File: src/sv/acfld_pkg.sv
`timescale 1ns / 1ps
// ----------------------------------------------------------------------------
// acfld_pkg
// Shared types and constants for the ASCII CAN frame line decoder.
// ----------------------------------------------------------------------------
package acfld_pkg;

	localparam int MAX_PAYLOAD_BYTES = 64;
	localparam int IDX_W             = $clog2(MAX_PAYLOAD_BYTES);
	// two payload banks, one per queued line
	localparam int ADDR_W            = IDX_W + 1;

	typedef struct packed {
		logic [7:0] character;
		logic       line_end;
	} char_req_t;

	typedef struct packed {
		logic        error;
		logic        extended_id;
		logic        remote;
		logic        flexible_rate;
		logic        bit_rate_switch;
		logic [31:0] identifier;
		logic [3:0]  length_code;
		logic [6:0]  payload_length;
		logic [5:0]  byte_index;
		logic [7:0]  data_byte;
		logic        last;
	} res_req_t;

	// one decoded line waiting to be emitted
	typedef struct packed {
		logic        error;
		logic        ext;
		logic        rtr;
		logic        fd;
		logic        brs;
		logic [31:0] identifier;
		logic [3:0]  dlc;
		logic [6:0]  len;
		logic        bank;
	} line_desc_t;

	typedef struct packed {
		logic              en;
		logic [ADDR_W-1:0] addr;
		logic [7:0]        data;
	} pay_wr_t;

	typedef struct packed {
		logic nonempty;
		logic full;
	} queue_status_t;

endpackage

File: src/sv/acfld_front.sv
`timescale 1ns / 1ps
// ----------------------------------------------------------------------------
// acfld_front
// Character parser: classifies each character by its position in the line,
// writes payload bytes and issues one line descriptor at end of line.
// ----------------------------------------------------------------------------
module acfld_front (
	input  logic                    clk,
	input  logic                    arst_n,
	input  logic                    take,
	input  acfld_pkg::char_req_t    req,
	output acfld_pkg::pay_wr_t      pay_wr,
	output logic                    push,
	output acfld_pkg::line_desc_t   desc
);

	localparam logic [3:0] KIND_EXT = 4'b0001;
	localparam logic [3:0] KIND_RTR = 4'b0010;
	localparam logic [3:0] KIND_FD  = 4'b0100;
	localparam logic [3:0] KIND_BRS = 4'b1000;

	function automatic logic [4:0] hex_dec(input logic [7:0] c);
		logic [4:0] r;
		r = 5'b0;
		if (c inside {["0":"9"]})      r = {1'b1, 4'(c - "0")};
		else if (c inside {["A":"F"]}) r = {1'b1, 4'(c - "A" + 8'd10)};
		else if (c inside {["a":"f"]}) r = {1'b1, 4'(c - "a" + 8'd10)};
		return r;
	endfunction

	function automatic logic [6:0] length_for(input logic [3:0] kind, input logic [3:0] dlc);
		logic [6:0] n;
		n = 7'd0;
		if (kind[1]) begin
			n = 7'd0;
		end else if (kind[2]) begin
			case (dlc)
				4'd9:    n = 7'd12;
				4'd10:   n = 7'd16;
				4'd11:   n = 7'd20;
				4'd12:   n = 7'd24;
				4'd13:   n = 7'd32;
				4'd14:   n = 7'd48;
				4'd15:   n = 7'd64;
				default: n = {3'b0, dlc};
			endcase
		end else begin
			n = (dlc > 4'd8) ? 7'd8 : {3'b0, dlc};
		end
		if (n > 7'(acfld_pkg::MAX_PAYLOAD_BYTES)) n = 7'(acfld_pkg::MAX_PAYLOAD_BYTES);
		return n;
	endfunction

	logic [7:0]  pos_q;
	logic [3:0]  kind_q;
	logic        kind_bad_q;
	logic [31:0] id_q;
	logic        hdr_bad_q;
	logic [3:0]  dlc_q;
	logic [6:0]  exp_q;
	logic [3:0]  hi_q;
	logic        data_bad_q;
	logic        bank_q;

	logic [3:0] id_digits;
	logic [4:0] hx;
	logic [7:0] k;
	logic       in_span;
	logic       is_char;
	logic       in_data;
	logic [8:0] need;
	logic       bad;

	assign id_digits = kind_q[0] ? 4'd8 : 4'd3;
	assign hx        = hex_dec(req.character);
	assign k         = pos_q - 8'(id_digits + 4'd2);
	assign in_span   = k < {exp_q, 1'b0};
	assign is_char   = take && !req.line_end;
	assign in_data   = pos_q > 8'(id_digits + 4'd1);

	assign pay_wr.en   = is_char && in_data && in_span && hx[4] && k[0];
	assign pay_wr.addr = {bank_q, k[acfld_pkg::IDX_W:1]};
	assign pay_wr.data = {hi_q, hx[3:0]};

	assign need = 9'(id_digits) + 9'd2 + {1'b0, exp_q, 1'b0};
	assign bad  = (pos_q == 8'd0) || kind_bad_q || hdr_bad_q || data_bad_q ||
	              ({1'b0, pos_q} < need);

	assign push = take && req.line_end;

	always_comb begin
		desc            = '0;
		desc.error      = bad;
		desc.bank       = bank_q;
		if (!bad) begin
			desc.ext        = kind_q[0];
			desc.rtr        = kind_q[1];
			desc.fd         = kind_q[2];
			desc.brs        = kind_q[3];
			desc.identifier = id_q;
			desc.dlc        = dlc_q;
			desc.len        = exp_q;
		end
	end

	always_ff @(posedge clk or negedge arst_n) begin
		if (!arst_n) begin
			pos_q      <= '0;
			kind_q     <= '0;
			kind_bad_q <= 1'b0;
			id_q       <= '0;
			hdr_bad_q  <= 1'b0;
			dlc_q      <= '0;
			exp_q      <= '0;
			hi_q       <= '0;
			data_bad_q <= 1'b0;
			bank_q     <= 1'b0;
		end else if (push) begin
			pos_q      <= '0;
			kind_q     <= '0;
			kind_bad_q <= 1'b0;
			id_q       <= '0;
			hdr_bad_q  <= 1'b0;
			dlc_q      <= '0;
			exp_q      <= '0;
			hi_q       <= '0;
			data_bad_q <= 1'b0;
			bank_q     <= !bank_q;
		end else if (is_char) begin
			if (pos_q == 8'd0) begin
				case (req.character)
					"t":     kind_q <= '0;
					"T":     kind_q <= KIND_EXT;
					"r":     kind_q <= KIND_RTR;
					"R":     kind_q <= KIND_EXT | KIND_RTR;
					"d":     kind_q <= KIND_FD;
					"D":     kind_q <= KIND_EXT | KIND_FD;
					"b":     kind_q <= KIND_FD | KIND_BRS;
					"B":     kind_q <= KIND_EXT | KIND_FD | KIND_BRS;
					default: begin
						kind_q     <= '0;
						kind_bad_q <= 1'b1;
					end
				endcase
			end else if (pos_q <= 8'(id_digits)) begin
				if (hx[4]) id_q <= {id_q[27:0], hx[3:0]};
				else       hdr_bad_q <= 1'b1;
			end else if (!in_data) begin
				if (hx[4]) begin
					dlc_q <= hx[3:0];
					exp_q <= length_for(kind_q, hx[3:0]);
				end else begin
					hdr_bad_q <= 1'b1;
				end
			end else if (in_span) begin
				if (!hx[4])     data_bad_q <= 1'b1;
				else if (!k[0]) hi_q <= hx[3:0];
			end
			if (pos_q != 8'hFF) pos_q <= pos_q + 8'd1;
		end
	end

endmodule

File: src/sv/acfld_queue.sv
`timescale 1ns / 1ps
// ----------------------------------------------------------------------------
// acfld_queue
// Two-entry descriptor queue between the parser and the result emitter.
// ----------------------------------------------------------------------------
module acfld_queue (
	input  logic                       clk,
	input  logic                       arst_n,
	input  logic                       push,
	input  acfld_pkg::line_desc_t      push_desc,
	input  logic                       pop,
	output acfld_pkg::line_desc_t      head,
	output acfld_pkg::queue_status_t   status
);

	acfld_pkg::line_desc_t ent_q [2];
	logic       wptr_q;
	logic       rptr_q;
	logic [1:0] cnt_q;

	assign head            = ent_q[rptr_q];
	assign status.nonempty = cnt_q != 2'd0;
	assign status.full     = cnt_q == 2'd2;

	always_ff @(posedge clk) begin
		if (push) ent_q[wptr_q] <= push_desc;
	end

	always_ff @(posedge clk or negedge arst_n) begin
		if (!arst_n) begin
			wptr_q <= 1'b0;
			rptr_q <= 1'b0;
			cnt_q  <= '0;
		end else begin
			if (push) wptr_q <= !wptr_q;
			if (pop)  rptr_q <= !rptr_q;
			case ({push, pop})
				2'b10:   cnt_q <= cnt_q + 2'd1;
				2'b01:   cnt_q <= cnt_q - 2'd1;
				default: cnt_q <= cnt_q;
			endcase
		end
	end

endmodule

File: src/sv/acfld_back.sv
`timescale 1ns / 1ps
// ----------------------------------------------------------------------------
// acfld_back
// Result emitter: holds the banked payload memory, walks the head line one
// byte per cycle while res_stall is low and drives the result register.
// ----------------------------------------------------------------------------
module acfld_back (
	input  logic                    clk,
	input  logic                    arst_n,
	input  acfld_pkg::pay_wr_t      pay_wr,
	input  logic                    head_valid,
	input  acfld_pkg::line_desc_t   head,
	output logic                    pop,
	output logic                    res_valid,
	input  logic                    res_stall,
	output acfld_pkg::res_req_t     res_data
);

	logic [7:0] mem [2*acfld_pkg::MAX_PAYLOAD_BYTES];

	logic [6:0]            i_q;
	logic                  v_s1;
	acfld_pkg::line_desc_t desc_s1;
	logic [6:0]            idx_s1;
	logic                  last_s1;
	logic [7:0]            rd_s1;
	logic                  ov_q;
	acfld_pkg::res_req_t   out_q;

	logic out_adv;
	logic s1_adv;
	logic issue;
	logic is_last;

	assign out_adv = !ov_q || !res_stall;
	assign s1_adv  = v_s1 && out_adv;
	assign issue   = head_valid && (!v_s1 || s1_adv);
	assign is_last = (head.len == 7'd0) || ({1'b0, i_q} + 8'd1 >= {1'b0, head.len});
	assign pop     = issue && is_last;

	assign res_valid = ov_q;
	assign res_data  = out_q;

	always_ff @(posedge clk) begin
		if (pay_wr.en) mem[pay_wr.addr] <= pay_wr.data;
		if (issue) begin
			rd_s1   <= mem[{head.bank, i_q[acfld_pkg::IDX_W-1:0]}];
			desc_s1 <= head;
			idx_s1  <= i_q;
			last_s1 <= is_last;
		end
		if (s1_adv) begin
			out_q.error           <= desc_s1.error;
			out_q.extended_id     <= desc_s1.ext;
			out_q.remote          <= desc_s1.rtr;
			out_q.flexible_rate   <= desc_s1.fd;
			out_q.bit_rate_switch <= desc_s1.brs;
			out_q.identifier      <= desc_s1.identifier;
			out_q.length_code     <= desc_s1.dlc;
			out_q.payload_length  <= desc_s1.len;
			out_q.byte_index      <= idx_s1[5:0];
			out_q.data_byte       <= (desc_s1.len == 7'd0) ? 8'd0 : rd_s1;
			out_q.last            <= last_s1;
		end
	end

	always_ff @(posedge clk or negedge arst_n) begin
		if (!arst_n) begin
			i_q  <= '0;
			v_s1 <= 1'b0;
			ov_q <= 1'b0;
		end else begin
			if (issue) i_q <= is_last ? 7'd0 : i_q + 7'd1;
			if (issue)       v_s1 <= 1'b1;
			else if (s1_adv) v_s1 <= 1'b0;
			if (s1_adv)       ov_q <= 1'b1;
			else if (out_adv) ov_q <= 1'b0;
		end
	end

endmodule

File: src/sv/ascii_can_frame_line_decoder_top.sv
`timescale 1ns / 1ps
// ----------------------------------------------------------------------------
// ascii_can_frame_line_decoder_top
// Decodes text-format CAN / CAN FD lines into per-byte frame results.
// ----------------------------------------------------------------------------
// Input channel (char_*): one request per character, line_end = 1 closes the
// line. Output channel (res_*): one request per payload byte, a single one
// for an empty payload, or a single error request for a malformed line; the
// final request of a line has last = 1.
// Characters are taken one per cycle while char_stall is low. The first
// result of a line passes the line queue, the stage-one and the result
// registers; its results follow at one per cycle while res_stall is low.
// A two-entry line queue and two payload banks decouple parser and emitter:
// char_stall rises only while two decoded lines wait to be emitted, and
// drops the cycle after the emitter issues the last byte of the older one.
// res_stall holds the result register and backs up the emitter; the parser
// keeps taking characters until the queue fills.
// Reset clears the parser state, the queue and all valid flags; the payload
// memory is not cleared since a line only reads bytes it has written.
// ----------------------------------------------------------------------------
module ascii_can_frame_line_decoder_top (
	input  logic                  clk,
	input  logic                  arst_n,
	input  logic                  char_valid,
	output logic                  char_stall,
	input  acfld_pkg::char_req_t  char_data,
	output logic                  res_valid,
	input  logic                  res_stall,
	output acfld_pkg::res_req_t   res_data
);

	acfld_pkg::pay_wr_t       pay_wr;
	acfld_pkg::line_desc_t    new_desc;
	acfld_pkg::line_desc_t    head;
	acfld_pkg::queue_status_t q_st;
	logic take;
	logic push;
	logic pop;

	assign char_stall = q_st.full;
	assign take       = char_valid && !char_stall;

	acfld_front u_front (
		.clk    (clk),
		.arst_n (arst_n),
		.take   (take),
		.req    (char_data),
		.pay_wr (pay_wr),
		.push   (push),
		.desc   (new_desc)
	);

	acfld_queue u_queue (
		.clk       (clk),
		.arst_n    (arst_n),
		.push      (push),
		.push_desc (new_desc),
		.pop       (pop),
		.head      (head),
		.status    (q_st)
	);

	acfld_back u_back (
		.clk        (clk),
		.arst_n     (arst_n),
		.pay_wr     (pay_wr),
		.head_valid (q_st.nonempty),
		.head       (head),
		.pop        (pop),
		.res_valid  (res_valid),
		.res_stall  (res_stall),
		.res_data   (res_data)
	);

	// a line is never pushed into a full queue
	assert property (@(posedge clk) disable iff (!arst_n) push |-> !q_st.full)
		else $error("line pushed into full queue");

	// parser must not overwrite the bank of the line being emitted
	assert property (@(posedge clk) disable iff (!arst_n)
		(pay_wr.en && q_st.nonempty) |-> (pay_wr.addr[acfld_pkg::ADDR_W-1] != head.bank))
		else $error("payload write hits bank in use");

	// pop only the line that is present
	assert property (@(posedge clk) disable iff (!arst_n) pop |-> q_st.nonempty)
		else $error("pop from empty queue");

	// an error result is a lone, empty, final result
	assert property (@(posedge clk) disable iff (!arst_n)
		(res_valid && res_data.error) |-> (res_data.last && res_data.payload_length == 7'd0))
		else $error("malformed error result");

endmodule
File: config.mk
export PLATFORM = sky130hd
export DESIGN_NAME = ascii_can_frame_line_decoder_top
export DESIGN_NICKNAME = d
export VERILOG_FILES = /design/src/sv/acfld_pkg.sv /design/src/sv/acfld_front.sv /design/src/sv/acfld_queue.sv /design/src/sv/acfld_back.sv /design/src/sv/ascii_can_frame_line_decoder_top.sv
export SDC_FILE = /design/constraint.sdc
export NUM_CORES = 1
export LEC_CHECK = 0
export ABC_CLOCK_PERIOD_IN_PS = 17200
export BUFFER_PORTS_ARGS = -buffer_cell sky130_fd_sc_hd__buf_2
export CAP_MARGIN = 0
export CORE_ASPECT_RATIO = 1.1
export CORE_MARGIN = 4
export CORE_UTILIZATION = 45
export CTS_CLUSTER_DIAMETER = 200
export DETAILED_ROUTE_END_ITERATION = 10
export SKIP_CTS_REPAIR_TIMING = 1
export SLEW_MARGIN = 20
export SYNTH_ARGS = -nofsm -noshare
export SYNTH_HDL_FRONTEND = slang
export SYNTH_SLANG_ARGS = --single-unit
File: constraint.sdc
create_clock -name clk -period 17.2 [get_ports clk]
set_input_delay 1.72 -clock clk [delete_from_list [all_inputs] [get_ports clk]]
set_output_delay 1.72 -clock clk [all_outputs]
set_load 0.01 [all_outputs]
Word level (Yosys, flattened, before mapping)
Memories as Yosys holds them, arrays and structs flattened. A register that Yosys moved wholly into a read port is not among the register bits.
Index checks and enable logic that the tools add are counted.
Word-level totals
  memories kept: 2
  bits in registers: 194
  memory bits (writable): 1122
  output and inout port bits: 65
Cells by class
  equal/unequal tests: 26
  reduce and logical (&&, ||, !) cells: 51
  muxes and demuxes: 75
  $lt $le $gt $ge: 13
  add/sub/neg operators: 15
Memory list
  u_back.mem: depth 128, bits a word 8, rd ports 1, clocked after memory_dff 1, wr ports 1, line acfld_back.sv:19  | logic [7:0] mem [2*acfld_pkg::MAX_PAYLOAD_BYTES];
  u_queue.ent_q: depth 2, bits a word 49, rd ports 1, clocked after memory_dff 0, wr ports 1, line acfld_queue.sv:16  | acfld_pkg::line_desc_t ent_q [2];
Operator list (count)
  two-way mux 32 bit: 5
  two-way mux 7 bit: 16
  two-way mux 4 bit: 19
  equality test 8 x 7 -> 1 bit (second input constant): 8
  one-hot mux 7 bit (7 select lines): 1
  two-way mux 47 bit: 1
  equality test 4 bit (second input constant): 7
  one-hot mux 4 bit (7 select lines): 1
  two-way mux 1 bit: 25
  two-way mux 8 bit: 3
  nonzero test 2 bit: 11
  greater-or-equal comparator 8 x 7 -> 1 bit (second input constant): 2
  less-or-equal comparator 8 x 7 -> 1 bit (second input constant): 2
  two-way mux 5 bit: 3
  zero test 7 bit: 2
  logical AND 1 bit: 13
  inequality test 2 x 1 -> 1 bit (second input constant): 6
  subtractor 4 x 1 -> 4 bit (second input constant): 3
  adder 4 x 2 -> 5 bit (second input constant): 2
  adder 9 x 8 -> 9 bit: 1
  less-than comparator 8 x 9 -> 1 bit: 1
  adder 4 bit (second input constant): 2
  adder 7 x 1 -> 8 bit (second input constant): 1
  adder 8 x 1 -> 8 bit (second input constant): 1
  other kinds (28): 44

Logic depth before layout (Yosys ltp)
  depth after elaboration: 23
  depth in mapped cells: 18

By module
Synthesis repeated with hierarchy kept, for this count alone.
Second synthesis, totals
  cell total of the unflattened synthesis: 2939
  area total of the unflattened synthesis: 53074.7 µm²
By module, submodules not included
  acfld_back: area an instance 44612.8 µm², times used 1, cells an instance 2220
  acfld_front: area an instance 4471.8 µm², times used 1, cells an instance 549
  acfld_queue: area an instance 3976.3 µm², times used 1, cells an instance 169
  ascii_can_frame_line_decoder_top: area an instance 13.8 µm², times used 1, cells an instance 1

Worst setup path after synthesis
OpenSTA, ideal clock, no wires.
  path kind: input-to-reg
  from: input port res_stall
  to: register u_back.out_q, in the netlist u_back.res_data[0], enable pin
  library setup time: 0.580 ns
  path buffers: 0
  cell stages on the path: 1
  arrival time: 6.290 ns
  required time: 16.620 ns
  slack: 10.330 ns
  cells stage by stage: a21boi_0
Between the ends
  cells in the longest elaborated chain, start to end: 3
RTL lines
  start: declaration: line ascii_can_frame_line_decoder_top.sv:28  | input logic res_stall,
  zero test 1 bit: line acfld_back.sv:35  | assign out_adv = !ov_q || !res_stall;
  logical OR 1 bit: line acfld_back.sv:35
  logical AND 1 bit: line acfld_back.sv:36  | assign s1_adv = v_s1 && out_adv;
  end: declaration: line acfld_back.sv:28  | acfld_pkg::res_req_t out_q;
Every way passes these cells.
A chain may end at the register's enable or synchronous reset.

Worst setup path in the final report
  from: register u_front.kind_q[0]
  to: memory u_back.mem[27][4], enable pin
Between the ends
  cells in the longest elaborated chain, start to end: 9
RTL lines
  start: declaration: line acfld_front.sv:55  | logic [3:0] kind_q;
  start signal: assignment: line acfld_front.sv:135  | "R": kind_q <= KIND_EXT | KIND_RTR;
  start signal: assignment: line acfld_front.sv:137  | "D": kind_q <= KIND_EXT | KIND_FD;
  start signal: assignment: line acfld_front.sv:138  | "b": kind_q <= KIND_FD | KIND_BRS;
  two-way mux 4 bit *: line acfld_front.sv:74  | assign id_digits = kind_q[0] ? 4'd8 : 4'd3;
  adder 4 x 2 -> 5 bit / adder 4 x 1 -> 5 bit (equally long branches): line acfld_front.sv:76, acfld_front.sv:79
  subtractor 8 bit / greater-than comparator 8 bit (equally long branches): line acfld_front.sv:76, acfld_front.sv:79
  less-than comparator 8 bit / logical AND 1 bit (equally long branches): line acfld_front.sv:77, acfld_front.sv:81
  logical AND 1 bit (3 in a row): line acfld_front.sv:81  | assign pay_wr.en = is_char && in_data && in_span && hx[4] && k[0];
  two-way mux 1 bit: line acfld_back.sv:45  | if (pay_wr.en) mem[pay_wr.addr] <= pay_wr.data;
  two-way mux 1 bit (implied by the code): line acfld_back.sv:45
  end: declaration: line acfld_back.sv:19
Mark *: on every way between the ends. The rest lies on a longest branch, timed or not.

==> insert_results.sql <==
INSERT INTO impl_metrics (metric_group, metric, value, unit) VALUES
('timing', 'min_period', '5.984', 'ns'),
('floorplan', 'die_area', '121400', 'um^2'),
('power_and_ir_drop', 'p_leak', '20.45', 'nW'),
('logic_synthesis', 'synthesis.area_per_instance', '18.08', 'um^2'),
('floorplan', 'initial_core_util', '45.46', '%'),
('floorplan', 'placementRows', '130', ''),
('clock_tree', 'max-clock-path-buffers', '3', ''),
('global_route', 'pin_count_of_the_biggest_net_entering_global_routing', '114', ''),
('logic_synthesis', 'synthFlopType', 'sky130_fd_sc_hd__edfxtp_1', ''),
('final_layout', 'area_delta_synth_final', '11.90', '%'),
('clock_tree', 'clock_tree.htree_level_count', '4', ''),
('timing', 'final.setup_skew', '0.01926', 'ns'),
('timing', 'finalHoldViolations', '0', ''),
('timing', 'fin_tns_setup', '0', 'ns'),
('logic_synthesis', 'synthTopCellsByArea', 'sky130_fd_sc_hd__edfxtp_1, sky130_fd_sc_hd__mux4_2, sky130_fd_sc_hd__mux2i_1', ''),
('drt', 'detail_route.iter0.violations', '3086', ''),
('drt', 'drc_errors', '0', ''),
('drt', 'drt_pass_1_iters', '7', ''),
('final_layout', 'diodes', '0', ''),
('timing', 'fmax', '167.1', 'MHz'),
('timing', 'final_cycle_share', '34.79', '%'),
('floorplan', 'placeableCoreArea', '114700', 'um^2'),
('logic_synthesis', 'number_of_flip_flops_and_latches_in_the_synthesized_netlist', '1324', ''),
('place', 'hpwl', '74.98', 'mm'),
('drt', 'antenna_left', '0', ''),
('worst_setup_path', 'path_max_fanout', '16', ''),
('drt', 'route.detailed.vias_per_inst', '5.915', ''),
('global_route', 'grtUsageTotal', '20.86', '%'),
('logic_synthesis', 'count_of_distinct_cell_types_in_the_synthesized_netlist', '68', ''),
('logic_synthesis', 'synth-async-reset-ratio', '5.740', '%'),
('timing', 'worst_pin_slew', '1.072', 'ns'),
('run', 'maxCapViolations', '0', ''),
('worst_setup_path', 'cp_data_required_time', '17.58', 'ns'),
('clock_tree', 'cts-buffers-inserted', '130', ''),
('clock_tree', 'clkLatencyLatePin', '0.77', 'ns'),
('power_and_ir_drop', 'irDropWorstVdd', '0.0001153', 'V'),
('clock_tree', 'cts_tree', 'yes', ''),
('clock_tree', 'cts-root-buf', 'sky130_fd_sc_hd__clkbuf_16', ''),
('timing', 'maxSlewViolCount', '0', ''),
('floorplan', 'die_ht', '365.0', 'um'),
('global_route', 'grt_first_pass_wirelength', '186.8', 'mm'),
('worst_setup_path', 'cp-end-kind', 'register', ''),
('power_and_ir_drop', 'finalPower', '0.008299', 'W'),
('worst_setup_path', 'setup.worst_path.start_class', 'register', ''),
('logic_synthesis', 'synth-edff-count', '1248', ''),
('logic_synthesis', 'synth_largest_type_area_fraction', '71.89', '%'),
('logic_synthesis', 'syn_nets', '2935', ''),
('worst_setup_path', 'path_class', 'reg2reg', ''),
('logic_synthesis', 'synth_seq_area_share', '75.54', '%'),
('timing', 'rsz0062_at_grt', 'no', ''),
('clock_tree', 'cts_num_sinks', '1324', ''),
('logic_synthesis', 'post_synth_instance_area', '52130', 'um^2'),
('timing', 'hold_ws', '0.4123', 'ns'),
('floorplan', 'fp.dieW', '332.5', 'um'),
('final_layout', 'leading_cell_type_in_the_layout_fill_and_taps_excluded', 'sky130_fd_sc_hd__edfxtp_1', ''),
('final_layout', 'post-route-util', '50.87', '%'),
('power_and_ir_drop', 'powerDensity', '142.3', 'nW/um^2'),
('logic_synthesis', 'syn_inst', '2883', ''),
('worst_setup_path', 'critPathArrivalTime', '6.37', 'ns'),
('place', 'finalWeightedCongestion', '0.8462', ''),
('logic_synthesis', 'yosysTopAreaCell', 'sky130_fd_sc_hd__edfxtp_1', ''),
('drt', 'wl', '126.9', 'mm'),
('min_path', 'worstHoldPathType', 'reg2reg', ''),
('final_layout', 'nFillCells', '9116', ''),
('final_layout', 'drive_above_1_share', '17.81', '%'),
('global_route', 'antenna_found_initial', '1', ''),
('clock_tree', 'clk_pin_slew', '0.07', 'ns'),
('floorplan', 'boundaryPins', '78', ''),
('timing', 'tightest_slew_margin_relative_to_the_limit', '28.03', '%'),
('logic_synthesis', 'yosysWarningCount', '0', ''),
('final_layout', 'final_nets', '3031', ''),
('place', 'place.detailed.instances', '4365', ''),
('final_layout', 'commonest_non_fill_non_tap_cells_in_the_layout', 'sky130_fd_sc_hd__edfxtp_1, sky130_fd_sc_hd__mux2i_1, sky130_fd_sc_hd__nor2_1', ''),
('global_route', 'overflow', '0', ''),
('place', 'io_buf_count', '77', ''),
('run_status', 'run_status', 'finished clean', ''),
('drt', 'num_vias', '27210', ''),
('drt', 'post_drt_wl_per_cell', '27.60', 'um'),
('global_route', 'number_of_global_route_vias_before_repair', '27700', ''),
('final_layout', 'final-instance-count-excl-fill', '4600', ''),
('timing', 'setup_viol', '0', '');
[layout make-up]
| type | instances | area (um^2) | area share (%) |
|---|---|---|---|
| flip-flops and latches | 1324 | 39410 | 67.56 |
| clock buffers | 157 | 3396 | 5.822 |
| inverters | 37 | 141.4 | 0.2424 |
| clock inverters | 78 | 750.7 | 1.287 |
| well taps | 1518 | 1899 | 3.256 |
| repair buffers | 120 | 726.9 | 1.246 |
| multi-input cells | 1366 | 12010 | 20.59 |
[kinds of logic after synthesis]
kind of cell             synth area share (%)
buffers and inverters                   1.661
AND/OR/NAND/NOR                         3.893
XOR/XNOR                               0.4201
adder cells (fa/ha/maj)                0.9793
AO/OA/AOI/OAI                           5.485
flip-flops                              75.54
multiplexers                            12.02
[report_power, final]
group          internal (W)  switching [W]
Sequential          0.00376       0.000129
Clock               0.00154        0.00123
Combinational      0.000650        0.00100
Total               0.00594        0.00236
[worst max-delay path: stages, from the launching register on]
cell and delay (ns):
sky130_fd_sc_hd__dfrtp_1 0.58, sky130_fd_sc_hd__inv_1 0.24, sky130_fd_sc_hd__ha_1 0.35, sky130_fd_sc_hd__nor2b_1 0.14, sky130_fd_sc_hd__o21a_1 0.17, sky130_fd_sc_hd__o21ai_0 0.51, sky130_fd_sc_hd__nand2_1 0.15, sky130_fd_sc_hd__nor4_1 0.29
sky130_fd_sc_hd__xor2_1 0.21, sky130_fd_sc_hd__ha_1 0.29, sky130_fd_sc_hd__nand4_1 0.10, sky130_fd_sc_hd__a21oi_1 0.06, sky130_fd_sc_hd__nor3_1 0.58, sky130_fd_sc_hd__nand3_2 1.00, sky130_fd_sc_hd__nor2_1 0.93
[cell usage after synthesis (10+ instances only)]
| master | instances |
|---|---|
| sky130_fd_sc_hd__mux2i_1 | 258 |
| sky130_fd_sc_hd__nand2b_1 | 10 |
| sky130_fd_sc_hd__a31oi_1 | 11 |
| sky130_fd_sc_hd__clkbuf_1 | 90 |
| sky130_fd_sc_hd__o21ai_0 | 70 |
| sky130_fd_sc_hd__a21o_1 | 13 |
| sky130_fd_sc_hd__nand2_1 | 82 |
| sky130_fd_sc_hd__o22ai_1 | 28 |
| sky130_fd_sc_hd__nand3_1 | 19 |
| sky130_fd_sc_hd__mux4_2 | 136 |
| sky130_fd_sc_hd__a22o_1 | 33 |
| sky130_fd_sc_hd__nor2_1 | 196 |
| sky130_fd_sc_hd__a221o_1 | 11 |
| sky130_fd_sc_hd__a211oi_1 | 28 |
| sky130_fd_sc_hd__nor3_1 | 18 |
| sky130_fd_sc_hd__buf_2 | 32 |
| sky130_fd_sc_hd__dfrtp_1 | 76 |
| sky130_fd_sc_hd__a21oi_1 | 100 |
| sky130_fd_sc_hd__a22oi_1 | 13 |
| sky130_fd_sc_hd__inv_1 | 36 |
| sky130_fd_sc_hd__a221oi_1 | 38 |
| sky130_fd_sc_hd__ha_1 | 36 |
| sky130_fd_sc_hd__a211o_1 | 10 |
| sky130_fd_sc_hd__and2_1 | 61 |
| sky130_fd_sc_hd__xor2_1 | 10 |
| sky130_fd_sc_hd__xnor2_1 | 15 |
| sky130_fd_sc_hd__buf_4 | 23 |
| sky130_fd_sc_hd__edfxtp_1 | 1248 |
| sky130_fd_sc_hd__o221ai_1 | 28 |
| sky130_fd_sc_hd__mux2_2 | 54 |
[sequential cells by signal, indices dropped and copies added (netlist names), 2 cells and up]
name             count
u_back.mem        1024
u_front.pos_q        8
u_front.id_q        32
u_back.i_q           7
u_back.idx_s1        6
u_back.desc_s1      48
u_queue.cnt_q        2
u_front.hi_q         4
u_front.exp_q        7
u_back.rd_s1         8
u_front.kind_q       4
u_queue.ent_q       98
u_back.res_data     63
u_front.dlc_q        4
[layer usage]
layer / track usage, % / routed length, um / vias up
met3: 3.776 / 8660 / 214
met4: 6.496 / 3729 / 0
met1: 27.74 / 51460 / 14192
met2: 35.26 / 63100 / 1116
li1: - / - / 11688
met5: 0 / 0 / -
[final timing paths]
check,start,slack [ns],end,depth (start not counted)
max reg2reg,u_front.kind_q[0],11.22,u_back.mem[27][4],14
max,u_front.kind_q[0],11.22,u_back.mem[27][4],14
min in group asynchronous,arst_n,1.01,u_front.kind_q[0],1
min,u_back.desc_s1[27],0.41,u_back.res_data[41],0
max in group asynchronous,arst_n,15.58,u_back.i_q[1],1
min reg2reg,u_back.desc_s1[27],0.41,u_back.res_data[41],0
[through the flow]
stage / setup slack [ns] / area (um^2)
floorplan: 10.33 / 52130
global placement: 11.55 / 54180
detailed placement: 11.18 / 54180
CTS: 11.15 / 58330
global route: 10.78 / 58330
finish: 11.22 / 58330
No activity file was read; power rests on OpenSTA's default activity.
